===== src/design/prd_div.sv =====
// Pipelined restoring divider, one quotient bit per stage.
`timescale 1ns / 1ps
module prd_div #(
	parameter int NW = 32,
	parameter int DW = 31,
	parameter int QW = 15
) (
	input  logic          clk,
	input  logic          en,
	input  logic [NW-1:0] num,
	input  logic [DW-1:0] den,
	output logic [QW-1:0] quo
);

	logic [DW-1:0] rem_s [QW];
	logic [DW-1:0] den_s [QW];
	logic [QW-1:0] lo_s  [QW];
	logic [QW-1:0] q_s   [QW];

	for (genvar k = 0; k < QW; k++) begin : g_stage
		logic [DW-1:0] rem_in, den_in;
		logic [QW-1:0] lo_in, q_in;
		logic [DW:0]   trial, diff;
		logic          ge;

		if (k == 0) begin : g_first
			assign rem_in = DW'(num >> QW);
			assign den_in = den;
			assign lo_in  = num[QW-1:0];
			assign q_in   = '0;
		end else begin : g_next
			assign rem_in = rem_s[k-1];
			assign den_in = den_s[k-1];
			assign lo_in  = lo_s[k-1];
			assign q_in   = q_s[k-1];
		end

		assign trial = {rem_in, lo_in[QW-1]};
		assign ge    = trial >= {1'b0, den_in};
		assign diff  = trial - {1'b0, den_in};

		always_ff @(posedge clk) begin
			if (en) begin
				rem_s[k] <= ge ? diff[DW-1:0] : trial[DW-1:0];
				den_s[k] <= den_in;
				lo_s[k]  <= {lo_in[QW-2:0], 1'b0};
				q_s[k]   <= {q_in[QW-2:0], ge};
			end
		end
	end

	assign quo = q_s[QW-1];

endmodule


===== config.mk =====
export PLATFORM = sky130hd
export DESIGN_NAME = prd_div
export DESIGN_NICKNAME = d
export VERILOG_FILES = /design/src/design/prd_div.sv
export SDC_FILE = /design/constraint.sdc
export NUM_CORES = 2
export LEC_CHECK = 0
export BUFFER_PORTS_ARGS = -buffer_cell sky130_fd_sc_hd__buf_4
export CAP_MARGIN = 20
export CORE_UTILIZATION = 60
export DETAILED_ROUTE_END_ITERATION = 12
export PLACE_DENSITY = 0.85
export SETUP_SLACK_MARGIN = 0.1
export SYNTH_ARGS = -nofsm -noshare
export SYNTH_HDL_FRONTEND = slang
export SYNTH_SLANG_ARGS = --single-unit

===== constraint.sdc =====
create_clock -name clk -period 4.35 [get_ports clk]
set_input_delay 1.0875 -clock clk [delete_from_list [all_inputs] [get_ports clk]]
set_output_delay 1.0875 -clock clk [all_outputs]
set_load 0.005 [all_outputs]

==> flow_metrics.tcl <==
set metrics [dict create \
    cts_tree "done" \
    fin_ws_ps 283 \
    hold-path-cell-count 0 \
    critPathKind "reg2reg" \
    clk_pin_slew_ps 60 \
    hpwl_mm 100 \
    start_util 0.606 \
    cts-buffers-inserted 115 \
    hold_viol_final 0 \
    final_antenna_net_count 0 \
    max_freq_ghz 0.246 \
    power.density_nw_per_um2 707 \
    peakVddDrop_mv 0.388 \
    drt_iter0_drc 2686 \
    hold_buffers 0 \
    slew_viol_final 0 \
    fin_hold_ws_ps 411 \
    slew_headroom 0.338 \
    final_common_cell "edfxtp_1" \
    min_period_ps 4070 \
    grt_max_degree 107 \
    drv_cap 0 \
    crit_required_ps 4800 \
    cp_max_fo 37 \
    hold_path_class "reg2reg" \
    fp.dieArea_um2 102000 \
    rsz0062_at_grt "false" \
    drc_errors 0 \
    synth-edff-count 1093 \
    syn_nets 5907 \
    yosysSeqAreaShare 0.541 \
    avgSynthCellArea_um2 11.3 \
    portBuffers 79 \
    clock_skew_ps 33.2 \
    setup_viol 0 \
    ys_types 83 \
    grt_pass1_wl_mm 211 \
    h-tree-depth 3 \
    overflow 0 \
    dr_total_vias 41300 \
    power_leakage_nw 28.0 \
    post_drt_wl_per_cell_um 19.0 \
    globalplace.congestion 0.967 \
    endpoint_kind "flop" \
    ios 80 \
    syn-instance-count 5376 \
    dp_worst_setup_slack_ps 175 \
    worst_skew_pair.late_latency_ps 730 \
    viasPerCell 5.91 \
    worst_slew_pin_slew_ps 984 \
    postCtsSetupBuffers 0 \
    drive_gt1_frac 0.0969 \
    chipHeight_um 320 \
    finalCritPeriodShare 0.935 \
    critPathLaunchType "flop" \
    path_cells "inv_1 > ha_1 > fa_1 > nor2b_4 > o31a_1 > o211ai_2 > a31oi_1 > or3_4 > a21oi_2 > o21ai_1 > a2111o_2 > buf_4 > nor2_1 > a21oi_1" \
    ys_async_sr_fraction 0 \
    synthFlopType "edfxtp_1" \
    grt_pass1_vias 42000 \
    antenna_found_initial 0 \
    critPathSlowestCell "a2111o_2" \
    core-area_um2 100000 \
    final_cell_mix "edfxtp_1 (1093), inv_1 (566), a21oi_1 (474)" \
    cp.arrival_ps 4510 \
    drt_wl_total_mm 133 \
    reg2regPathDepth 14 \
    synth_area_um2 60700 \
    cts_buffer_depth 3 \
    syn2layout_area_growth_pct 11.4 \
    yosys_warnings 0 \
    track_usage 0.260 \
    clock_sinks 1093 \
    num_rows 116 \
    status "finished clean" \
    final_nets 6118 \
    ys_ff_latch 1093 \
    fill_cells 7165 \
    dr.pass1.iters 6 \
    crit_path_max_incr_delay_ps 820 \
    cts_root_buf "clkbuf_16" \
    fp.dieW_um 320 \
    insertedDiodeCount 0 \
    setup_tns_ps 0 \
]
[through the flow]
stage	power, W	util	cell area, um^2	instances
2_1_floorplan	0.0319	-	60700	5376
3_3_place_gp	0.0371	0.637	63700	6768
3_5_place_dp	0.0376	0.637	63700	6768
4_1_cts	0.0478	0.675	67600	6986
5_1_grt	0.0508	0.675	67600	6986
6_report	0.0478	0.675	67600	6986
[synthesized netlist by cell type, drive strengths merged (8+ instances only)]
cell     instances  area share
nor2b           75      0.0079
o31a            20      0.0029
and3            39      0.0040
or3             12      0.0013
a221oi           8      0.0012
mux2           125       0.024
nor4            14      0.0014
nor3            67      0.0055
clkbuf          85      0.0053
ha             452       0.093
o21ai          369       0.030
or2             15      0.0015
o211ai          26      0.0033
o21bai          50      0.0062
edfxtp        1093        0.54
and2            16      0.0016
a21oi          477       0.040
fa              14      0.0046
o41ai           11      0.0020
nand3           73      0.0060
o21a            58      0.0072
a2111oi         12      0.0019
buf             33      0.0034
a211o           19      0.0027
nand2b          52      0.0054
nor2           335       0.021
nand4           60      0.0062
a221o           10      0.0016
o31ai           34      0.0042
a21boi          13      0.0016
nand2          373       0.023
xor2           139       0.020
inv            566       0.035
a21o           212       0.026
a31oi           52      0.0055
a211oi          24      0.0030
and4             9      0.0013
mux2i           11      0.0018
xnor2          220       0.032
[state kept, by name (all words and copies together) (netlist names)]
signal / count
den_s: 434
rem_s: 434
q_s: 120
lo_s: 105
[critical path, delay by kind of cell (launching register included)]
family                   cells  cell delay, ps
adder cells (fa/ha/maj)      2             480
AND/OR/NAND/NOR              3             590
buffers and inverters        2             360
AO/OA/AOI/OAI                7            1900
flip-flops                   1             410
[power breakdown]
part	switching (W)	internal (W)	leakage, nW
Combinational	0.0119	0.00932	15.5
Sequential	0.00139	0.0152	10.7
Clock	0.00423	0.00571	1.86
[worst paths after layout]
| check | endpoint | slack [ps] | start |
|---|---|---|---|
| setup / recovery | rem_s[0][101] | 280 | lo_s[0][41] |
| hold / removal | lo_s[1][23] | 410 | lo_s[1][8] |
| setup reg to reg | rem_s[0][101] | 280 | lo_s[0][41] |
| hold reg to reg | lo_s[1][23] | 410 | lo_s[1][8] |
[cell families after synthesis]
| logic type | Yosys count | share of synthesized area |
|---|---|---|
| fa+ha+maj | 466 | 0.0978 |
| flops | 1093 | 0.541 |
| buf+inv | 684 | 0.0436 |
| xor+xnor | 359 | 0.0518 |
| compound gates | 1471 | 0.151 |
| simple gates | 1167 | 0.0898 |
| mux | 136 | 0.0254 |
[what timing repair did]
action / 4_1_cts / 5_1_grt
hold endpoints to repair: 0 / 0
setup endpoints to repair: 0 / 27
resized for setup: 0 / 1
[layout make-up]
class | instances | area (um^2) | share of cell area
inverter | 566 | 2120 | 0.0314
clock buffer | 133 | 2970 | 0.0439
timing repair buffer | 212 | 1870 | 0.0277
clock inverter | 85 | 916 | 0.0135
multi-input combinational | 3599 | 25300 | 0.374
sequential | 1093 | 32800 | 0.485
tap | 1298 | 1620 | 0.0240
[per-layer routing]
layer | track usage | wire (um) | vias to the layer above
li1 | - | - | 20100
met4 | 0.165 | 8860 | 0
met2 | 0.515 | 73100 | 1134
met3 | 0.0295 | 4540 | 417
met5 | 0 | 0 | -
met1 | 0.250 | 46200 | 19700
No activity file was read; power rests on OpenSTA's default activity.
