[src/design/prd_dly.sv]
// Enabled delay line with cleared reset, used to carry sideband data along the pipeline.
`timescale 1ns / 1ps
module prd_dly #(
	parameter int W = 8,
	parameter int D = 4
) (
	input  logic         clk,
	input  logic         arst_n,
	input  logic         en,
	input  logic [W-1:0] din,
	output logic [W-1:0] dout
);

	logic [W-1:0] sr_q [D];

	always_ff @(posedge clk or negedge arst_n) begin
		if (!arst_n) begin
			for (int i = 0; i < D; i++) sr_q[i] <= '0;
		end else if (en) begin
			sr_q[0] <= din;
			for (int i = 1; i < D; i++) sr_q[i] <= sr_q[i-1];
		end
	end

	assign dout = sr_q[D-1];

endmodule

[config.mk]
export PLATFORM = sky130hd
export DESIGN_NAME = prd_dly
export DESIGN_NICKNAME = d
export VERILOG_FILES = /design/src/design/prd_dly.sv
export SDC_FILE = /design/constraint.sdc
export NUM_CORES = 1
export LEC_CHECK = 0
export ABC_CLOCK_PERIOD_IN_PS = 800
export BUFFER_PORTS_ARGS = -buffer_cell sky130_fd_sc_hd__buf_2
export CAP_MARGIN = 15
export CORE_MARGIN = 4
export CORE_UTILIZATION = 50
export CTS_CLUSTER_DIAMETER = 80
export DETAILED_ROUTE_END_ITERATION = 10
export GPL_ROUTABILITY_DRIVEN = 0
export GPL_TIMING_DRIVEN = 1
export MAX_ROUTING_LAYER = met4
export PLACE_DENSITY = 0.85
export SYNTH_ARGS = -nofsm -noshare
export SYNTH_HDL_FRONTEND = slang
export SYNTH_SLANG_ARGS = --single-unit
[constraint.sdc]
create_clock -name clk -period 0.8 [get_ports clk]
set_input_delay 0.08 -clock clk [delete_from_list [all_inputs] [get_ports clk]]
set_output_delay 0.08 -clock clk [all_outputs]
set_load 0.05 [all_outputs]
==> results of run 1 <==
registers in the layout, indices dropped and copies added (netlist names):
signal,flops
dout,8
sr_q,24
kinds of logic (layout without fill, tap and decap cells):
family,count (synthesis),count (layout),share of synthesized area (%)
buffers and inverters,12,45,9.350
flip-flops,32,32,56.99
multiplexers,32,32,33.66
cells in the final DEF (no fill, tap or decap):
| cell type | instances |
|---|---|
| sky130_fd_sc_hd__buf_12 | 2 |
| sky130_fd_sc_hd__buf_2 | 10 |
| sky130_fd_sc_hd__buf_4 | 6 |
| sky130_fd_sc_hd__buf_6 | 11 |
| sky130_fd_sc_hd__clkbuf_4 | 5 |
| sky130_fd_sc_hd__clkbuf_8 | 2 |
| sky130_fd_sc_hd__dfrtp_1 | 32 |
| sky130_fd_sc_hd__dlygate4sd3_1 | 9 |
| sky130_fd_sc_hd__mux2_2 | 2 |
| sky130_fd_sc_hd__mux2_4 | 30 |
cell type report:
cell class | instances | area [sq um] | share of cell area (%)
Clock buffer | 7 | 65.06 | 3.771
Multi-Input combinational cell | 32 | 473.0 | 27.41
Sequential cell | 32 | 800.8 | 46.41
Tap cell | 30 | 37.54 | 2.175
Timing Repair Buffer | 38 | 349.1 | 20.23
repair_timing:
item / in CTS / in global routing
gates resized for setup: 16 / 3
hold endpoints to repair: 40 / 0
endpoints found under the setup margin: 8 / 18
setup buffers: 7 / 0
cloned: 0 / 0
hold buffers: 9 / 0
through the flow:
stage	instance area [sq um]	TNS [ns]	setup WS [ns]	total power (W)	utilization, %
after floorplan	1405	0	0.05281	0.003046	-
after global placement	1456	-1.837	-0.09247	0.003097	56.73
after detailed placement	1456	-2.485	-0.1146	0.003138	56.73
after CTS	1714	-2.081	-0.1866	0.004447	66.76
after global routing	1725	-2.555	-0.2200	0.004654	67.20
final	1725	-1.955	-0.1708	0.004427	67.20
Yosys cell counts (all sizes together):
cell type   n
dfrtp      32
buf        12
mux2       32
path summary, 6_finish.rpt:
check,endpoint,slack (ns),depth (start not counted)
worst max-delay path,dout[4],-0.17,1
worst min-delay path,dout[5],0.10,2
worst max register to register,dout[7],-0.11,2
worst min register to register,sr_q[10],0.52,1
max in group asynchronous,sr_q[16],0.40,3
min in group asynchronous,sr_q[12],0.23,3
routing by layer:
metal  vias to the layer above  track usage (%)  wire, microns
met2                        16            22.75           1003
met4                         0            12.07             86
met5                         -                -              0
met3                         8            3.774             84
met1                       349            18.11            896
li1                        318                -              -
report_power, final:
group	switching, W	total [W]	internal [W]
clock	0.000499	0.000997	0.000498
sequential	0.000187	0.00208	0.00190
combinational	0.000586	0.00135	0.000759
total	0.00127	0.00443	0.00315
==> implementation parameters, run 1 <==
Parameter                              Value

Synth
  Number of distinct library cells after synthesis    6
  Biggest area contributors in the synthesized netlist    sky130_fd_sc_hd__dfrtp_1, sky130_fd_sc_hd__mux2_4, sky130_fd_sc_hd__buf_12, sky130_fd_sc_hd__buf_4, sky130_fd_sc_hd__mux2_2
  Fraction of synthesized cell area taken by the top area cell type    56.99%
  Cell area after technology mapping    1405 sq um
  Number of synthesized register bits    32
  Syn_nets    87
  Count of mapped cells out of synthesis    76
  Sequential area share after synthesis    56.99%
  Synthesis Warnings    0
  Post-synthesis area per instance    18.49 sq um
  Yosys top cell by area    sky130_fd_sc_hd__dfrtp_1

Min path
  Startpoint of the tightest hold check path    en
  Min-delay worst type    in2reg

Clock tree
  Reg clk slew, reported paths    0.09 ns
  CTS H-tree lvls    2
  Clock tree from TritonCTS    built
  # clock sinks    32
  Buffer depth of the longest clock path    2
  Root buffer selected by CTS    sky130_fd_sc_hd__clkbuf_4
  CTS buffer count    5
  Clock latency on the worst-skew pair    0.32 ns

Worst setup path
  Crit path cell chain    buf_6
  Startpoint Class    register
  Buffers plus inverters on the worst setup path    1
  Type of element capturing the critical path    output pin
  Largest stage delay, worst path    0.41 ns
  Max Fanout on Critical Path    2
  Data required time of the critical path    0.72 ns
  Reg-to-Reg Start    dout[7]
  Cell family with the largest share of critical-path delay    flip-flops
  Data arrival time of the critical path    0.89 ns
  CP Class    reg2out
  Setup crit start    dout[4]
  Slowest cell on the critical path    sky130_fd_sc_hd__dfrtp_1

Status
  Violations in the final reports    negative setup slack
  Status    finished, violations left

Finish
  Layout cell share with drive strength beyond 1    62.39%
  Number of antenna cells inserted    0
  Post-route non-filler standard cell count    139
  Net total in the final layout    120
  Synth-to-Final Area Change    22.80%
  Number of filler cells placed in the layout    179

Detailed routing
  Number of DRC violations after detailed-routing iteration 0    32
  # DRC    0
  First-pass iteration count of the detailed router    3
  Total Routed Length    2070 microns
  Mean number of vias per cell    4.971
  Average wire per cell in the routed design    14.89 microns
  ANT nets after route    0
  Via count    691

Timing
  Final setup slack of the worst path    -0.1708 ns
  Final worst clock skew    0.002095 ns
  Period utilization    121.3%
  Unrepaired setup endpoints after global routing    yes
  Number of max-slew violations in the final report    0
  Rel. slew slack    88.65%
  Worst hold-check slack    0.1043 ns
  Pin slew with the least headroom to its limit    0.1702 ns
  Min Clock Period, post-route    0.9708 ns
  Highest achievable clock rate    1030 MHz
  Endpoints failing setup    15
  Final hold violations    0

Global route
  Antenna violations before repair    0
  Global-route wire length before repair    3822 microns
  Total grt overflow    0
  Vias in the first global route    808
  Largest net degree at the start of global routing    33
  Total routing resource utilization after global routing    15.48%

Pwr
  Worst supply voltage drop on vdd    1.958 mV
  Leakage power summed over all cells    0.8590 nW
  Power density over the cells    2566 nW/um^2

Floorplanning
  Core Footprint    2567 sq um
  Die outline width    61.01 microns
  Ports placed on the boundary    19
  Row cnt    18
  Die area    3722 sq um
  Initial cell density of the core    54.73%
  Die extent in y    61.01 microns

Run
  Max-cap check violation count    0

Placement
  Number of I/O port buffers    18
  # placed instances    116
  Detailed-placement wirelength estimate    1299 microns
No activity file was read; power rests on OpenSTA's default activity.
==> inputs of run 2 (changes only) <==
ABC_CLOCK_PERIOD_IN_PS = 1000   (was 800)
CORE_ASPECT_RATIO = 1.2   (was not set)
CORE_UTILIZATION = 55   (was 50)
PLACE_DENSITY = 0.88   (was 0.85)
clock period = 1 ns   (was 0.8 ns; I/O delays follow)
==> implementation parameters, run 2 (synthesis results as in run 1) <==
Parameter                              Value

Worst setup path
  Buffers plus inverters on the worst setup path    1
  Startpoint Class    register
  Data arrival time of the critical path    0.90 ns
  Cell family with the largest share of critical-path delay    flip-flops
  Crit path cell chain    buf_6
  Type of element capturing the critical path    output pin
  Data required time of the critical path    0.90 ns
  Slowest cell on the critical path    sky130_fd_sc_hd__dfrtp_1
  Max Fanout on Critical Path    2
  CP Class    reg2out
  Logic depth of the worst register-to-register path    2
  Largest stage delay, worst path    0.41 ns
  Number of gates on the worst path with buffers counted    1

Floorplanning
  Die area    3431 sq um
  Die outline width    54.14 microns
  Die extent in y    63.37 microns
  Core Footprint    2377 sq um
  Initial cell density of the core    59.11%
  Row cnt    19
  Ports placed on the boundary    19

Timing
  Highest achievable clock rate    999.3 MHz
  Setup TNS    -0.0007135 ns
  Endpoints failing setup    1
  Unrepaired setup endpoints after global routing    yes
  Min Clock Period, post-route    1.001 ns
  Final worst clock skew    0.004934 ns
  Rel. slew slack    79.63%
  Pin slew with the least headroom to its limit    0.3055 ns
  Period utilization    100.1%
  Number of max-slew violations in the final report    0
  Final setup slack of the worst path    -0.0007135 ns
  Final hold violations    0

Placement
  Number of I/O port buffers    18
  Detailed-placement wirelength estimate    1204 microns

Clock tree
  Root buffer selected by CTS    sky130_fd_sc_hd__clkbuf_4
  CTS buffer count    5
  CTS H-tree lvls    2
  Buffer depth of the longest clock path    2
  Clock tree from TritonCTS    built
  Reg clk slew, reported paths    0.09 ns
  # clock sinks    32
  Clock latency on the worst-skew pair    0.33 ns

Global route
  Total grt overflow    0
  Global-route wire length before repair    3519 microns
  Total routing resource utilization after global routing    15.38%
  Global-route met1 utilization    20.56%
  Vias in the first global route    725
  Met3 usage in global routing    7.783%
  GRT met2 Usage    19.01%
  Global-route layer with the greatest usage    met1
  Antenna violations before repair    0
  Largest net degree at the start of global routing    22

Finish
  Commonest non-fill, non-tap cell in the layout    sky130_fd_sc_hd__dfrtp_1
  Layout cell share with drive strength beyond 1    60.19%
  Net total in the final layout    118
  Largest reg by FF count    sr_q
  Largest register FFs    24
  Synth-to-Final Area Change    21.46%
  Number of antenna cells inserted    0
  Commonest cells after routing, fill and taps aside    sky130_fd_sc_hd__dfrtp_1, sky130_fd_sc_hd__mux2_4, sky130_fd_sc_hd__buf_2, sky130_fd_sc_hd__dlygate4sd3_1, sky130_fd_sc_hd__buf_6

Pwr
  Post-layout power    0.003458 W
  Power density over the cells    2026 nW/um^2
  Leakage power summed over all cells    0.8454 nW
  Net switching power of the design    0.001013 W
  Clock power frac    21.6%
  Sw frac    29.29%
  Internal Power    0.002445 W
  Combinational Power Share    30.3%
  Worst supply voltage drop on vdd    1.549 mV
  Part of the total power dissipated in sequential elements    48.1%

Min path
  Min-delay worst type    in2async

Detailed routing
  Number of DRC violations after detailed-routing iteration 0    7
  First-pass iteration count of the detailed router    4
  Total Routed Length    2019 microns
  # DRC    0
  ANT nets after route    0
  Average wire per cell in the routed design    14.53 microns
  Via count    662
  Mean number of vias per cell    4.763

Status
  Status    finished, violations left
  Violations in the final reports    negative setup slack

Run
  Max-cap check violation count    0
==> run 2: changes by cell type in the layout (fill, tap and decap cells not counted), sizes merged <==
cell,previous run,this run
buf,29,27
clkbuf,7,8
==> run 2: metrics by stage <==
| step | area [sq um] | util (%) | hold slack [ns] | cells | setup slack (ns) |
|---|---|---|---|---|---|
| floorplan | 1405 | - | -0.1956 | 76 | 0.2328 |
| global placement | 1463 | 61.53 | -0.008365 | 116 | 0.1177 |
| detailed placement | 1463 | 61.53 | 0.004800 | 116 | 0.1037 |
| CTS | 1699 | 71.47 | 0.1771 | 138 | -0.02213 |
| global route | 1707 | 71.79 | 0.1868 | 139 | -0.07165 |
| finish | 1707 | 71.79 | 0.1816 | 139 | -0.0007135 |
==> run 2: metal layers <==
metal  routed length (microns)  up-vias
met1                       904      329
met2                       942       16
li1                          -      311
met5                         0        -
met3                       120        6
met4                        51        0
==> run 2: path summary, 6_finish.rpt <==
check                         start  endpoint  slack, ns
setup / recovery            dout[2]   dout[2]    -0.0007
hold / removal               arst_n  sr_q[28]       0.18
setup reg to reg            dout[5]   dout[5]       0.08
hold reg to reg            sr_q[21]  sr_q[13]       0.51
max in group asynchronous    arst_n  sr_q[27]       0.42
min in group clk                 en  sr_q[28]       0.28
==> run 2: power groups by stage <==
stage | Sequential [W] | Combinational [W] | Clock (W)
floorplan | 0.00163 | 0.000809 | 0
global placement | 0.00166 | 0.000826 | 0
detailed placement | 0.00167 | 0.000836 | 0
CTS | 0.00166 | 0.00104 | 0.000778
global route | 0.00170 | 0.00111 | 0.000869
finish | 0.00166 | 0.00105 | 0.000748
==> run 2: final cells by class <==
type / instances / area, sq um
clock buffer: 8 / 58.81
sequential: 32 / 800.8
multi-input combinational: 32 / 473.0
fill: 162 / 670.6
tap: 31 / 38.79
timing repair buffer: 36 / 335.3
==> run 2: timing repair <==
action,in CTS,in global routing
gates resized for setup,16,0
endpoints found under the setup margin,8,8
buffers inserted,5,1
hold buffers,9,0
endpoints found under the hold margin,40,0
==> inputs of run 3 (changes only) <==
ABC_CLOCK_PERIOD_IN_PS = 950   (was 1000)
clock period = 0.95 ns   (was 1 ns; I/O delays follow)
==> implementation parameters, run 3 (synthesis results as in run 1) <==
Parameter                              Value

Floorplanning
  Die outline width    54.14 microns
  Die area    3431 sq um
  Core Footprint    2377 sq um
  Ports placed on the boundary    19
  Initial cell density of the core    59.11%
  Row cnt    19
  Die extent in y    63.37 microns

Placement
  Detailed-placement wirelength estimate    1204 microns
  Number of I/O port buffers    18
  Area of placed instances    1463 sq um

Worst setup path
  Largest stage delay, worst path    0.41 ns
  Buffers plus inverters on the worst setup path    1
  Data arrival time of the critical path    0.90 ns
  Crit path cell chain    buf_6
  Cell family with the largest share of critical-path delay    flip-flops
  Slowest cell on the critical path    sky130_fd_sc_hd__dfrtp_1
  CP Class    reg2out
  Startpoint Class    register
  Data required time of the critical path    0.85 ns
  Max Fanout on Critical Path    2
  Type of element capturing the critical path    output pin

Global route
  Total grt overflow    0
  Largest net degree at the start of global routing    22
  Antenna violations before repair    0
  Global-route wire length before repair    3546 microns
  Global-route met1 utilization    20.56%
  Vias in the first global route    729
  Total routing resource utilization after global routing    15.47%
  GRT met2 Usage    19.31%
  Met3 usage in global routing    7.783%
  Global-route layer with the greatest usage    met1

Timing
  Final setup slack of the worst path    -0.04437 ns
  Highest achievable clock rate    1006 MHz
  Rel. slew slack    79.74%
  Worst hold-check slack    0.1773 ns
  Setup TNS    -0.2341 ns
  Pin slew with the least headroom to its limit    0.3039 ns
  Number of max-slew violations in the final report    0
  Endpoints failing setup    8
  Final worst clock skew    0.005101 ns
  Unrepaired setup endpoints after global routing    yes
  Final hold violations    0
  Min Clock Period, post-route    0.9944 ns
  Period utilization    104.7%

Detailed routing
  Total Routed Length    2001 microns
  First-pass iteration count of the detailed router    4
  Number of DRC violations after detailed-routing iteration 0    4
  ANT nets after route    0
  Average wire per cell in the routed design    14.40 microns
  # DRC    0
  Mean number of vias per cell    4.799
  Via count    667

Finish
  Largest register FFs    24
  Commonest cells after routing, fill and taps aside    sky130_fd_sc_hd__dfrtp_1, sky130_fd_sc_hd__mux2_4, sky130_fd_sc_hd__buf_2, sky130_fd_sc_hd__dlygate4sd3_1, sky130_fd_sc_hd__buf_6
  Cell area after layout    1707 sq um
  Largest reg by FF count    sr_q
  Synth-to-Final Area Change    21.46%
  Net total in the final layout    118
  Number of antenna cells inserted    0
  Utilization after layout    71.79%
  Layout cell share with drive strength beyond 1    60.19%
  Commonest non-fill, non-tap cell in the layout    sky130_fd_sc_hd__dfrtp_1

Status
  Status    finished, violations left
  Violations in the final reports    negative setup slack

Pwr
  Worst supply voltage drop on vdd    1.630 mV
  Power density over the cells    2131 nW/um^2
  Leakage power summed over all cells    0.8454 nW

Clock tree
  Root buffer selected by CTS    sky130_fd_sc_hd__clkbuf_4
  # clock sinks    32
  Clock latency on the worst-skew pair    0.32 ns
  CTS buffer count    5
  Buffer depth of the longest clock path    2
  Clock tree from TritonCTS    built
  CTS H-tree lvls    2
  Reg clk slew, reported paths    0.09 ns

Min path
  Min-delay worst type    in2async

Run
  Max-cap check violation count    0
[run 3: worst register-to-register path: stages, from the launching register on]
cell	delay [ns]
sky130_fd_sc_hd__dfrtp_1	0.41
sky130_fd_sc_hd__buf_4	0.14
sky130_fd_sc_hd__mux2_4	0.25
[run 3: cell type report]
type                            count  area (sq um)
Clock buffer                        8         58.81
Timing Repair Buffer               36         335.3
Tap cell                           31         38.79
Multi-Input combinational cell     32         473.0
Sequential cell                    32         800.8
Fill cell                         160         670.6
[run 3: per-stage QoR]
step,worst slack (ns),total power (W),cells
global route,-0.1166,0.003865,139
finish,-0.04437,0.003637,139
detailed placement,0.05867,0.002638,116
floorplan,0.1878,0.002565,76
CTS,-0.06713,0.003675,139
global placement,0.07273,0.002614,116
[run 3: worst paths after layout]
kind,start,to,slack [ns],depth (start not counted)
hold / removal,arst_n,sr_q[28],0.18,2
min in group clk,en,sr_q[28],0.27,3
setup / recovery,dout[2],dout[2],-0.04,1
setup reg to reg,dout[2],dout[2],0.04,2
hold reg to reg,sr_q[21],sr_q[13],0.51,1
max in group asynchronous,arst_n,sr_q[27],0.38,3
[run 3: what timing repair did]
| item | in CTS | in global routing |
|---|---|---|
| buffers inserted | 6 | 0 |
| resized for setup | 16 | 0 |
| setup endpoints to repair | 8 | 9 |
| hold endpoints to repair | 40 | 0 |
| hold buffers | 9 | 0 |
[run 3: report_power, final]
group	switching [W]	total [W]	internal, W
Sequential	0.000151	0.00175	0.00160
Clock	0.000421	0.000785	0.000365
Combinational	0.000492	0.00110	0.000612
[run 3: metal layers]
metal  up-vias  wire, microns
li1        311              -
met1       334            891
met2        16            938
met3         6            120
met4         0             51
met5         -              0
