<file path="src/design/prd_sqrt.sv">
// Pipelined integer square root, one root bit per stage.
`timescale 1ns / 1ps
module prd_sqrt #(
	parameter int RW = 16
) (
	input  logic            clk,
	input  logic            en,
	input  logic [2*RW-1:0] rad,
	output logic [RW-1:0]   root
);

	localparam int MW = RW + 2;

	logic [MW-1:0]   rem_s  [RW];
	logic [RW-1:0]   root_s [RW];
	logic [2*RW-1:0] lo_s   [RW];

	for (genvar k = 0; k < RW; k++) begin : g_stage
		logic [MW-1:0]   rem_in;
		logic [RW-1:0]   root_in;
		logic [2*RW-1:0] lo_in;
		logic [MW+1:0]   cat, trial, diff;
		logic            ge;

		if (k == 0) begin : g_first
			assign rem_in  = '0;
			assign root_in = '0;
			assign lo_in   = rad;
		end else begin : g_next
			assign rem_in  = rem_s[k-1];
			assign root_in = root_s[k-1];
			assign lo_in   = lo_s[k-1];
		end

		assign cat   = {rem_in, lo_in[2*RW-1:2*RW-2]};
		assign trial = {2'b00, root_in, 2'b01};
		assign ge    = cat >= trial;
		assign diff  = cat - trial;

		always_ff @(posedge clk) begin
			if (en) begin
				rem_s[k]  <= ge ? diff[MW-1:0] : cat[MW-1:0];
				root_s[k] <= {root_in[RW-2:0], ge};
				lo_s[k]   <= {lo_in[2*RW-3:0], 2'b00};
			end
		end
	end

	assign root = root_s[RW-1];

endmodule

</file>
<file path="config.mk">
export PLATFORM = sky130hd
export DESIGN_NAME = prd_sqrt
export DESIGN_NICKNAME = d
export VERILOG_FILES = /design/src/design/prd_sqrt.sv
export SDC_FILE = /design/constraint.sdc
export NUM_CORES = 1
export LEC_CHECK = 0
export BUFFER_PORTS_ARGS = -buffer_cell sky130_fd_sc_hd__clkbuf_2
export CAP_MARGIN = 20
export CORE_ASPECT_RATIO = 1.25
export CORE_MARGIN = 2
export CORE_UTILIZATION = 45
export CTS_CLUSTER_DIAMETER = 80
export CTS_CLUSTER_SIZE = 16
export DETAILED_ROUTE_END_ITERATION = 10
export SETUP_SLACK_MARGIN = 0.02
export SYNTH_ARGS = -nofsm -noshare
export SYNTH_HDL_FRONTEND = slang
export SYNTH_SLANG_ARGS = --single-unit
</file>
<file path="constraint.sdc">
create_clock -name clk -period 3.05 [get_ports clk]
set_input_delay 0.305 -clock clk [delete_from_list [all_inputs] [get_ports clk]]
set_output_delay 0.305 -clock clk [all_outputs]
set_load 0.03 [all_outputs]
</file>
==> results of run 1 <==
## worst max-delay path, cell delays in order (launching register included)
cell	delay (ns)
edfxtp_1	0.42
ha_1	0.38
nor3_1	0.19
a211oi_1	0.11
a211oi_1	0.44
o21ai_1	0.23
a221oi_1	0.42
o21a_1	0.17
mux2_2	0.33
## what timing repair did
action                                  in CTS  in global routing
hold buffers                                33                  0
hold endpoints to repair                    32                  0
buffers inserted                             0                  0
endpoints found under the setup margin       0                 15
resized for setup                            0                  2
## registers in the layout (all words and copies together), names as in the netlist
name	count
lo_s	240
rem_s	250
root_s	136
## report_power, final
part,internal (mW),switching [mW]
registers,10.6,0.528
logic,1.41,1.73
clock network,2.77,2.70
## final cells by class
cell class	instances	share of cell area
multi-input combinational	1300	0.2853
sequential	626	0.5891
timing repair buffer	131	0.03262
inverter	186	0.02188
clock buffer	48	0.03631
clock inverter	4	0.001843
tap	840	0.03294
## per-stage QoR
stage / util / worst slack (ns)
floorplan: - / 0.3825
global placement: 0.4806 / 0.2206
detailed placement: 0.4806 / 0.08900
CTS: 0.5051 / 0.1390
global route: 0.5053 / 0.02101
finish: 0.5053 / 0.1262
## per-layer routing
metal,share of wire,wire [µm],track usage
met5,0,0,0
met4,0.042,2195,0.06919
met3,0.029,1473,0.02305
met2,0.56,28840,0.3141
met1,0.37,19150,0.1610
## cells in the final DEF (no fill, tap or decap), types with 7 or more instances in the layout
cell type      Yosys  routed
nand2_1          122     122
nand4_1           19      19
nand3_1           30      30
a31oi_1            7       7
buf_4              0      42
nor4_1            30      30
inv_1            179     179
dlygate4sd3_1      0      33
edfxtp_1         626     626
xor2_1            80      80
a211oi_1          17      16
nand3b_1           8       8
clkbuf_16          0      46
or3_1             32      32
buf_12             0       7
nand2b_1          34      34
clkbuf_2           0      48
a21o_1            34      34
ha_1             153     153
o21a_1            27      27
nor2_1           135     135
mux2_1             9       9
nor3_1            43      43
a21oi_1          134     134
or4_1              9       9
o31ai_1           15      15
nor2b_1           22      22
o211ai_1          15      15
o21ai_0           95      95
xnor2_1          106     106
mux2_2            21      21
## logic make-up (layout without fill, tap and decap cells)
family,Yosys count,count (layout),share of synthesized area
flops,626,626,0.6549
simple gates,527,527,0.09415
compound gates,398,398,0.08517
buf+inv,217,369,0.02872
xor+xnor,186,186,0.05675
fa+ha+maj,153,153,0.06669
mux,35,35,0.01351
other cells,1,1,0.0001306
## how the worst min path moves through the flow
stage                        end  slack, ns  depth (start not counted)          from
floorplan           lo_s[0][100]       0.40                          0   lo_s[0][68]
global placement     lo_s[1][51]       0.40                          0   lo_s[1][19]
detailed placement  lo_s[0][226]       0.40                          0  lo_s[0][194]
CTS                  lo_s[0][26]       0.26                          1            en
global route         lo_s[0][26]       0.28                          1            en
finish               lo_s[0][26]       0.25                          1            en
==> summary.md, run 1 <==
| Metric | Value |
|---|---|
| Status | `finished clean` |
| Num ports | `50` |
| Area leader, netlist | `edfxtp_1` |
| Register area | `around 0.019 mm²` |
| Syn_area_per_cell | `between 10 and 15 µm²` |
| Commonest cells in the netlist | `edfxtp_1 (626), inv_1 (179), ha_1 (153)` |
| Initial Util | `0.4546` |
| Antenna violations before repair | `0` |
| FF-to-FF End | `rem_s[1][125]` |
| Synth cell types | `between 80 and 90` |
| Largest net degree at the start of global routing | `87` |
| Layout Cells excl Fill | `3135` |
| Sequential area share after synthesis | `0.6549` |
| First-pass GRT wire length | `around 84 mm` |
| Die X | `approximately 230 µm` |
| Clk_skew | `~0.014 ns` |
| Crit. End Element | `flip-flop` |
| Kind of critical path | `reg2reg` |
| Root buffer cell | `clkbuf_16` |
| Syn Std Cell Area | `~0.029 mm²` |
| Vias per cell | `around 5.3` |
| Clock period minus worst slack | `between 2 and 3 ns` |
| Total Wirelength | `roughly 52 mm` |
| Initial DRC count | `between 900 and 1k` |
| RSZ-0062 raised after global routing | `false` |
| Worst-path fanout max | `5` |
| Reg2reg path depth | `8` |
| Vias in the first global route | `16.96k` |
| IO buf count | `just under 50` |
| Fill count | `5401` |
| Req. time, crit path | `approximately 3.4 ns` |
| CORE AREA | `roughly 0.063 mm²` |
| #FFs+latches synth | `about 630` |
| Number of flops mapped to enable cells by yosys | `about 630` |
| Main area contributors after synthesis | `edfxtp_1 (65%), ha_1 (6.7%), xnor2_1 (3.2%)` |
| ANT nets after route | `0` |
| GP Congestion | `slightly below 0.9` |
| MaxCap Viol Count | `0` |
| Placed Instances | `3050` |
| Multi-input gate area in the final layout | `approximately 0.0091 mm²` |
| Gr ovfl total | `0` |
| Worst skew pair latency | `between 0.5 and 0.6 ns` |
| Ys flop type | `edfxtp_1` |
| Total Power | `around 20 mW` |
| Clock-pin slew on the worst setup and hold paths | `~0.070 ns` |
| CP startpoint | `rem_s[1][91]` |
| Via count | `16.53k` |
| Worst path arrival time | `~3.3 ns` |
| Placed inst area | `0.03035 mm²` |
| Layout Area Growth over Synthesis | `11.17%` |
| Setup TNS | `0 ns` |
| Max Root-Sink Buffers | `3` |
| Antenna Diode Count | `0` |
| NumNets Final | `2477` |
| Fmax | `about 340 MHz` |
| Reg-to-reg critical path startpoint | `rem_s[1][91]` |
| Tightest Pin Transition | `roughly 0.77 ns` |
| Final worst-path cycle share | `0.9586` |
| Smallest hold slack | `roughly 0.25 ns` |
| Router iterations before antenna repair | `5` |
| Hpwl dp | `37.79 mm` |
| Critical path endpoint | `rem_s[1][125]` |
| Max IR drop VDD | `~0.00054 V` |
| Share of the synthesized area in the top cell type | `0.6549` |
| Async set or reset register ratio after synthesis | `0` |
| Layout cells sized above 1 | `0.08540` |
| Yosys Warn Count | `0` |
| Hold Crit Class | `in2reg` |
| # clock sinks | `approximately 630` |
| DIE HEIGHT | `286.4 µm` |
| Cells after Synth | `about 2.1k` |
| Remaining design rule violation count | `0` |
| Reg2reg setup slack | `approximately 0.13 ns` |
| FP Rows | `slightly above 100` |
| Total track usage | `0.1578` |
| Die area | `~0.066 mm²` |
| Max Slew Vio Count | `0` |
| Avg WL per Cell | `16.48 µm` |
| Clock buffers created by TritonCTS | `45` |
| Max_slew headroom | `0.4881` |
| Fin area | `about 0.032 mm²` |
| Mapped Nets | `approximately 2.3k` |
| Top-count cell post-synth | `edfxtp_1` |
| Final setup viols | `0` |
| Fin. Hold Viols | `0` |
| H-tree Lvls | `2` |
| CTS tree | `built` |
| Power density over the cells | `just over 600 mW/mm²` |
| Startpoint Class | `flip-flop` |
| P_leak | `roughly 12 nW` |
Note: power is estimated with default switching activity, not from simulation.
==> run 2: changes to the inputs <==
PLACE_DENSITY_LB_ADDON = 0.15   (was default)
TNS_END_PERCENT = 50   (was default)
clock period = 3.4 ns   (was 3.05 ns; I/O delays follow)
==> summary.md, run 2 (synthesis gave the netlist of run 1 again) <==
| Metric | Value |
|---|---|
| Max FFs per register | `250 (unchanged)` |
| Reg2reg path depth | `9 (was 8)` |
| Router iterations before antenna repair | `5 (unchanged)` |
| FF-to-FF End | `rem_s[1][27] (was rem_s[1][125])` |
| # clock sinks | `626 (unchanged)` |
| Hpwl dp | `37.91 mm (was 37.79 mm)` |
| Power density over the cells | `556.9 mW/mm² (was 618.8 mW/mm²)` |
| CORE AREA | `0.06315 mm² (unchanged)` |
| Clk_skew | `0.03063 ns (was 0.01424 ns)` |
| Tightest Pin Transition | `0.8836 ns (was 0.7678 ns)` |
| P_int | `13.18 mW (was 14.79 mW)` |
| Register share of total power | `0.565 (was 0.564)` |
| CTS tree | `built (unchanged)` |
| Die area | `0.06584 mm² (unchanged)` |
| NetSw | `4.499 mW (was 4.953 mW)` |
| Fmax | `319.6 MHz (was 342.0 MHz)` |
| Commonest non-fill, non-tap cell in the layout | `edfxtp_1 (unchanged)` |
| Detail Route met3 WL | `1.470 mm (was 1.473 mm)` |
| Setup TNS | `0 ns (unchanged)` |
| Max Slew Vio Count | `0 (unchanged)` |
| Vias per cell | `5.265 (was 5.272)` |
| Antenna Diode Count | `0 (unchanged)` |
| Num ports | `50 (unchanged)` |
| Hold Path Cell Cnt | `2 (was 1)` |
| Fill count | `5480 (was 5401)` |
| Reg-to-reg critical path startpoint | `root_s[2][0] (was rem_s[1][91])` |
| Max_slew headroom | `0.4100 (was 0.4881)` |
| Total track usage | `0.1595 (was 0.1578)` |
| IO buf count | `49 (unchanged)` |
| Hold Crit Class | `in2reg (unchanged)` |
| Status | `finished clean (unchanged)` |
| Largest net degree at the start of global routing | `92 (was 87)` |
| MaxCap Viol Count | `0 (unchanged)` |
| Hold EP | `root_s[0][0] (was lo_s[0][26])` |
| Util after Layout | `0.5028 (was 0.5053)` |
| Routed length on met2 | `29.42 mm (was 28.84 mm)` |
| Clock-pin slew on the worst setup and hold paths | `0.07 ns (about the same)` |
| Die X | `229.9 µm (unchanged)` |
| Biggest register | `rem_s (unchanged)` |
| Placed inst area | `0.03023 mm² (was 0.03035 mm²)` |
| Clock buffers created by TritonCTS | `45 (unchanged)` |
| Fin. Hold Viols | `0 (unchanged)` |
| GP Congestion | `0.8547 (was 0.8668)` |
| Clock Power Share | `0.279 (was 0.277)` |
| Startpoint Class | `flip-flop (unchanged)` |
| Worst path arrival time | `3.46 ns (was 3.26 ns)` |
| Smallest hold slack | `0.05331 ns (was 0.2500 ns)` |
| Avg WL per Cell | `16.73 µm (was 16.48 µm)` |
| Switching share of power | `0.2544 (was 0.2509)` |
| NumNets Final | `2457 (was 2477)` |
| Remaining design rule violation count | `0 (unchanged)` |
| Worst skew pair latency | `0.60 ns (was 0.58 ns)` |
| Gate power share | `0.157 (was 0.159)` |
| Initial DRC count | `697 (was 904)` |
| RSZ-0062 raised after global routing | `false (unchanged)` |
| DIE HEIGHT | `286.4 µm (unchanged)` |
| Max IR drop VDD | `0.0004341 V (was 0.0005355 V)` |
| P_leak | `12.03 nW (was 12.12 nW)` |
| Vias in the first global route | `16.99k (was 16.96k)` |
| Gr ovfl total | `0 (unchanged)` |
| DR top layer | `met4 (unchanged)` |
| Reg2reg setup slack | `0.27 ns (was 0.13 ns)` |
| Pre-CTS setup slack | `0.2589 ns (was 0.08900 ns)` |
| H-tree Lvls | `2 (unchanged)` |
| ANT nets after route | `0 (unchanged)` |
| Worst-path fanout max | `8 (was 5)` |
| Antenna violations before repair | `0 (unchanged)` |
| Crit. End Element | `flip-flop (unchanged)` |
| Max Root-Sink Buffers | `3 (unchanged)` |
| Final worst-path cycle share | `0.9202 (was 0.9586)` |
| Root buffer cell | `clkbuf_16 (unchanged)` |
| Clock period minus worst slack | `3.129 ns (was 2.924 ns)` |
| Final setup viols | `0 (unchanged)` |
| Most frequent cells in the layout | `edfxtp_1 (626), inv_1 (179), ha_1 (153) (unchanged)` |
| Kind of critical path | `reg2reg (unchanged)` |
| First-pass GRT wire length | `84.86 mm (was 83.95 mm)` |
| Req. time, crit path | `3.73 ns (was 3.39 ns)` |
| M1 WL | `19.23 mm (was 19.15 mm)` |
| FP Rows | `103 (unchanged)` |
| Initial Util | `0.4546 (unchanged)` |
| Largest regs | `rem_s: 250 flops, lo_s: 240 flops, root_s: 136 flops (unchanged)` |
| Fin area | `0.03175 mm² (was 0.03191 mm²)` |
| Layout cells sized above 1 | `0.07824 (was 0.08540)` |
| Fin worst setup slack | `0.2712 ns (was 0.1262 ns)` |
| Layout Area Growth over Synthesis | `10.61% (was 11.17%)` |
| Hold Crit Start | `rad[31] (was en)` |
| Via count | `16.40k (was 16.53k)` |
| Total Wirelength | `52.11 mm (was 51.66 mm)` |
## run 2: how the worst max path moves through the flow
| stage | from | endpoint | slack (ns) |
|---|---|---|---|
| floorplan | rem_s[1][95] | rem_s[1][111] | 0.73 |
| global placement | root_s[2][0] | rem_s[1][27] | 0.30 |
| detailed placement | root_s[2][0] | rem_s[1][27] | 0.26 |
| CTS | root_s[2][0] | rem_s[1][27] | 0.21 |
| global route | root_s[2][0] | rem_s[1][27] | 0.08 |
| finish | root_s[2][0] | rem_s[1][27] | 0.27 |
## run 2: area by class of cell
| type | instances | area (µm²) | share of cell area |
|---|---|---|---|
| Clock buffer | 49 | 1162 | 0.03661 |
| Clock inverter | 3 | 55.05 | 0.001734 |
| Inverter | 186 | 698.2 | 0.02199 |
| Multi-Input combinational cell | 1300 | 9090 | 0.2863 |
| Sequential cell | 626 | 18800 | 0.5921 |
| Tap cell | 840 | 1051 | 0.03310 |
| Timing Repair Buffer | 111 | 895.9 | 0.02822 |
## run 2: metrics by stage
step / cells / power, mW
4_1_cts: 3115 / 17.93
6_report: 3115 / 17.68
3_5_place_dp: 3033 / 12.92
3_3_place_gp: 3033 / 12.84
2_1_floorplan: 2143 / 12.02
5_1_grt: 3115 / 18.58
## run 2: critical path: stages, from the launching register on
cell	delay [ns]
edfxtp_1	0.41
inv_1	0.06
ha_1	0.35
nor2b_1	0.14
o21ai_0	0.09
nand2b_1	0.17
a21oi_1	0.22
o311ai_2	0.78
buf_4	0.29
mux2_2	0.34
## run 2: layer usage
| layer | vias up | global-route usage |
|---|---|---|
| met1 | 7942 | 0.1634 |
| met3 | 106 | 0.02266 |
| met2 | 235 | 0.3191 |
| li1 | 8117 | - |
| met5 | - | 0 |
| met4 | 0 | 0.06613 |
## run 2: power groups by stage
stage	combinational (mW)	sequential [mW]	clock [mW]
CTS	2.79	10.0	5.14
detailed placement	2.75	10.2	0
global placement	2.69	10.2	0
finish	2.77	9.99	4.93
floorplan	2.03	9.99	0
global route	3.13	10.1	5.37
## run 2: what timing repair did
action / 4_1_cts / 5_1_grt
endpoints found under the setup margin: 0 / 0
endpoints found under the hold margin: 30 / 0
gates resized for setup: 0 / 0
buffers inserted: 0 / 0
hold buffers: 30 / 0
==> run 3: changes to the inputs <==
ABC_AREA = 1   (was default)
==> summary.md, run 3 <==
| Metric | Value |
|---|---|
| Top-count cell post-synth | `nand2_1 (was edfxtp_1)` |
| CTS tree | `built (unchanged)` |
| Vias per cell | `5.045 (was 5.265)` |
| Antenna violations before repair | `0 (unchanged)` |
| Kind of critical path | `reg2reg (unchanged)` |
| Clock-pin slew on the worst setup and hold paths | `0.07 ns (about the same)` |
| Fmax | `399.3 MHz (was 319.6 MHz)` |
| Startpoint Class | `flip-flop (unchanged)` |
| Total Wirelength | `73.90 mm (was 52.11 mm)` |
| First-pass GRT wire length | `117.6 mm (was 84.86 mm)` |
| Main area contributors after synthesis | `edfxtp_1 (58%), nand2_1 (10%), ha_1 (5.9%) (was edfxtp_1 (65%), ha_1 (6.7%), xnor2_1 (3.2%))` |
| IO buf count | `49 (unchanged)` |
| Hold Crit Class | `in2reg (unchanged)` |
| Die area | `0.07429 mm² (was 0.06584 mm²)` |
| Async set or reset register ratio after synthesis | `0 (unchanged)` |
| Gr ovfl total | `0 (unchanged)` |
| Biggest register | `rem_s (unchanged)` |
| Clock period minus worst slack | `2.504 ns (was 3.129 ns)` |
| Die X | `244.2 µm (was 229.9 µm)` |
| Largest net degree at the start of global routing | `96 (was 92)` |
| DIE HEIGHT | `304.2 µm (was 286.4 µm)` |
| CP top delay family | `simple AND/OR/NAND/NOR gates (was compound AO/OA/AOI/OAI gates)` |
| Util after Layout | `0.4967 (was 0.5028)` |
| Fin. Hold Viols | `0 (unchanged)` |
| Ys flop type | `edfxtp_1 (unchanged)` |
| Adder-cell share of the synthesized area | `0.05899 (was 0.06669)` |
| Vias in the first global route | `21.70k (was 16.99k)` |
| Avg WL per Cell | `16.86 µm (was 16.73 µm)` |
| Area leader, netlist | `edfxtp_1 (unchanged)` |
| Remaining design rule violation count | `0 (unchanged)` |
| Number of flops mapped to enable cells by yosys | `626 (unchanged)` |
| Simple-Gate Fraction of Synth Area | `0.2061 (was 0.09415)` |
| Initial Util | `0.4526 (was 0.4546)` |
| Post-synthesis mux area share | `0 (was 0.01351)` |
| Pre-CTS setup slack | `0.9043 ns (was 0.2589 ns)` |
| Max IR drop VDD | `0.0003756 V (was 0.0004341 V)` |
| #FFs+latches synth | `626 (unchanged)` |
| Req. time, crit path | `3.77 ns (was 3.73 ns)` |
| Setup TNS | `0 ns (unchanged)` |
| Status | `finished clean (unchanged)` |
| Slowest cell on the critical path | `nor2_2 (was o311ai_2)` |
| Share of the synthesized area in the top cell type | `0.5792 (was 0.6549)` |
| Initial DRC count | `1417 (was 697)` |
| NumNets Final | `3608 (was 2457)` |
| Final worst-path cycle share | `0.7365 (was 0.9202)` |
| Max incr delay on CP | `0.65 ns (was 0.78 ns)` |
| Max Slew Vio Count | `0 (unchanged)` |
| H-tree Lvls | `2 (unchanged)` |
| Synth cell types | `49 (was 81)` |
| Cell mode on critical path | `nand2_1` |
| Max FFs per register | `250 (unchanged)` |
| Clock buffers created by TritonCTS | `48 (was 45)` |
| Max Root-Sink Buffers | `3 (unchanged)` |
| Mapped Nets | `3480 (was 2330)` |
| # clock sinks | `626 (unchanged)` |
| ANT nets after route | `0 (unchanged)` |
| Largest family of logic cells by synthesized area | `simple AND/OR/NAND/NOR gates (unchanged)` |
| Syn_area_per_cell | `9.855 µm² (was 13.39 µm²)` |
| Most frequent cells in the layout | `nand2_1 (893), edfxtp_1 (626), inv_1 (485) (was edfxtp_1 (626), inv_1 (179), ha_1 (153))` |
| Root buffer cell | `clkbuf_16 (unchanged)` |
| Max_slew headroom | `0.4412 (was 0.4100)` |
| Antenna Diode Count | `0 (unchanged)` |
| Final setup viols | `0 (unchanged)` |
| Via count | `22.11k (was 16.40k)` |
| Num ports | `50 (unchanged)` |
| Commonest non-fill, non-tap cell in the layout | `nand2_1 (was edfxtp_1)` |
| Router iterations before antenna repair | `6 (was 5)` |
| Yosys Warn Count | `0 (unchanged)` |
| Worst path arrival time | `2.87 ns (was 3.46 ns)` |
| Xor and xnor area share after synthesis | `0.02753 (was 0.05675)` |
| Crit. End Element | `flip-flop (unchanged)` |
| P_leak | `15.18 nW (was 12.03 nW)` |
| Crit path buf inv count | `0 (was 2)` |
| Power density over the cells | `530.8 mW/mm² (was 556.9 mW/mm²)` |
| Largest regs | `rem_s: 250 flops, lo_s: 240 flops, root_s: 136 flops (unchanged)` |
| Layout cells sized above 1 | `0.08192 (was 0.07824)` |
| Hpwl dp | `56.72 mm (was 37.91 mm)` |
| Worst skew pair latency | `0.62 ns (was 0.60 ns)` |
| Total track usage | `0.2003 (was 0.1595)` |
| Critical-path cell list | `ha_1 -> a21oi_1 -> o21ai_2 -> nand3_1 -> nand2_1 -> nor2_2 -> nor2_1 -> nand2_1 -> nand2_1 (was inv_1 -> ha_1 -> nor2b_1 -> o21ai_0 -> nand2b_1 -> a21oi_1 -> o311ai_2 -> buf_4 -> mux2_2)` |
| FP Rows | `110 (was 103)` |
| GP Congestion | `0.9224 (was 0.8547)` |
| RSZ-0062 raised after global routing | `false (unchanged)` |
| Cells after Synth | `3293 (was 2143)` |
| Tightest Pin Transition | `0.8372 ns (was 0.8836 ns)` |
| Clk_skew | `0.02812 ns (was 0.03063 ns)` |
| Commonest cells in the netlist | `nand2_1 (893), edfxtp_1 (626), inv_1 (485) (was edfxtp_1 (626), inv_1 (179), ha_1 (153))` |
| Syn Std Cell Area | `0.03245 mm² (was 0.02871 mm²)` |
| MaxCap Viol Count | `0 (unchanged)` |
| CORE AREA | `0.07171 mm² (was 0.06315 mm²)` |
| Worst-path fanout max | `21 (was 8)` |
| Sequential area share after synthesis | `0.5792 (was 0.6549)` |
| Compound-Gate Fraction of Synth Area | `0.06281 (was 0.08517)` |
| Fin worst setup slack | `0.8958 ns (was 0.2712 ns)` |
| Layout Area Growth over Synthesis | `9.739% (was 10.61%)` |
[run 3: changes by cell type in the layout (fill, tap and decap cells not counted), sizes merged, moves of 37 or more]
cell	previous run	this run
xnor2	106	42
nor2	135	295
nand3	30	203
inv	186	499
o21ai	101	151
nand2	122	919
a21oi	134	171
[run 3: repair_timing]
item,in CTS,in global routing
buffers inserted,0,0
endpoints found under the setup margin,0,0
hold buffers,33,0
hold endpoints to repair,33,0
gates resized for setup,0,0
[run 3: metrics by stage]
stage,instance area [µm²],total power [mW],cells,hold slack (ns)
detailed placement,33920,13.69,4290,0.4045
CTS,35610,19.18,4382,0.1811
floorplan,32450,12.48,3293,0.4003
global route,35610,19.98,4382,0.2044
global placement,33920,13.67,4290,0.4005
finish,35610,18.90,4382,0.2217
[run 3: worst paths after layout]
kind                                     from  depth (start not counted)           end  slack [ns]
worst max-delay path            rem_s[0][127]                          9  rem_s[1][10]        0.90
worst min-delay path                       en                          1  rem_s[0][19]        0.22
worst max register to register  rem_s[0][127]                          9  rem_s[1][10]        0.90
worst min register to register   lo_s[0][206]                          0  lo_s[0][238]        0.41
[run 3: final cells by class]
cell class                      instances  area [µm²]
Tap cell                              952        1191
Sequential cell                       626       18800
Fill cell                            6611       36090
Multi-Input combinational cell       2146       11540
Timing Repair Buffer                  102       848.3
Inverter                              497        1878
Clock buffer                           51        1234
Clock inverter                          8       126.4
[run 3: power by group]
part | internal (mW) | switching (mW)
combinational | 1.26 | 2.33
clock | 2.75 | 2.63
sequential | 9.44 | 0.502
total | 13.4 | 5.46
[run 3: cells by family (layout without fill, tap and decap cells)]
group / after synthesis / count (layout)
and+or+nand+nor: 1549 / 1549
xor gates and xnor gates: 102 / 102
other: 1 / 1
buffers and inverters: 521 / 658
AOI/OAI and AO/OA: 341 / 341
adders and majority gates: 153 / 153
DFF: 626 / 626
[run 3: routing by layer]
layer	global-route usage	up-vias	wire, µm
met3	0.02390	116	2254
met4	0.05913	0	2072
met2	0.3488	388	36750
met5	0	-	0
met1	0.2618	10380	32830
li1	-	11230	-
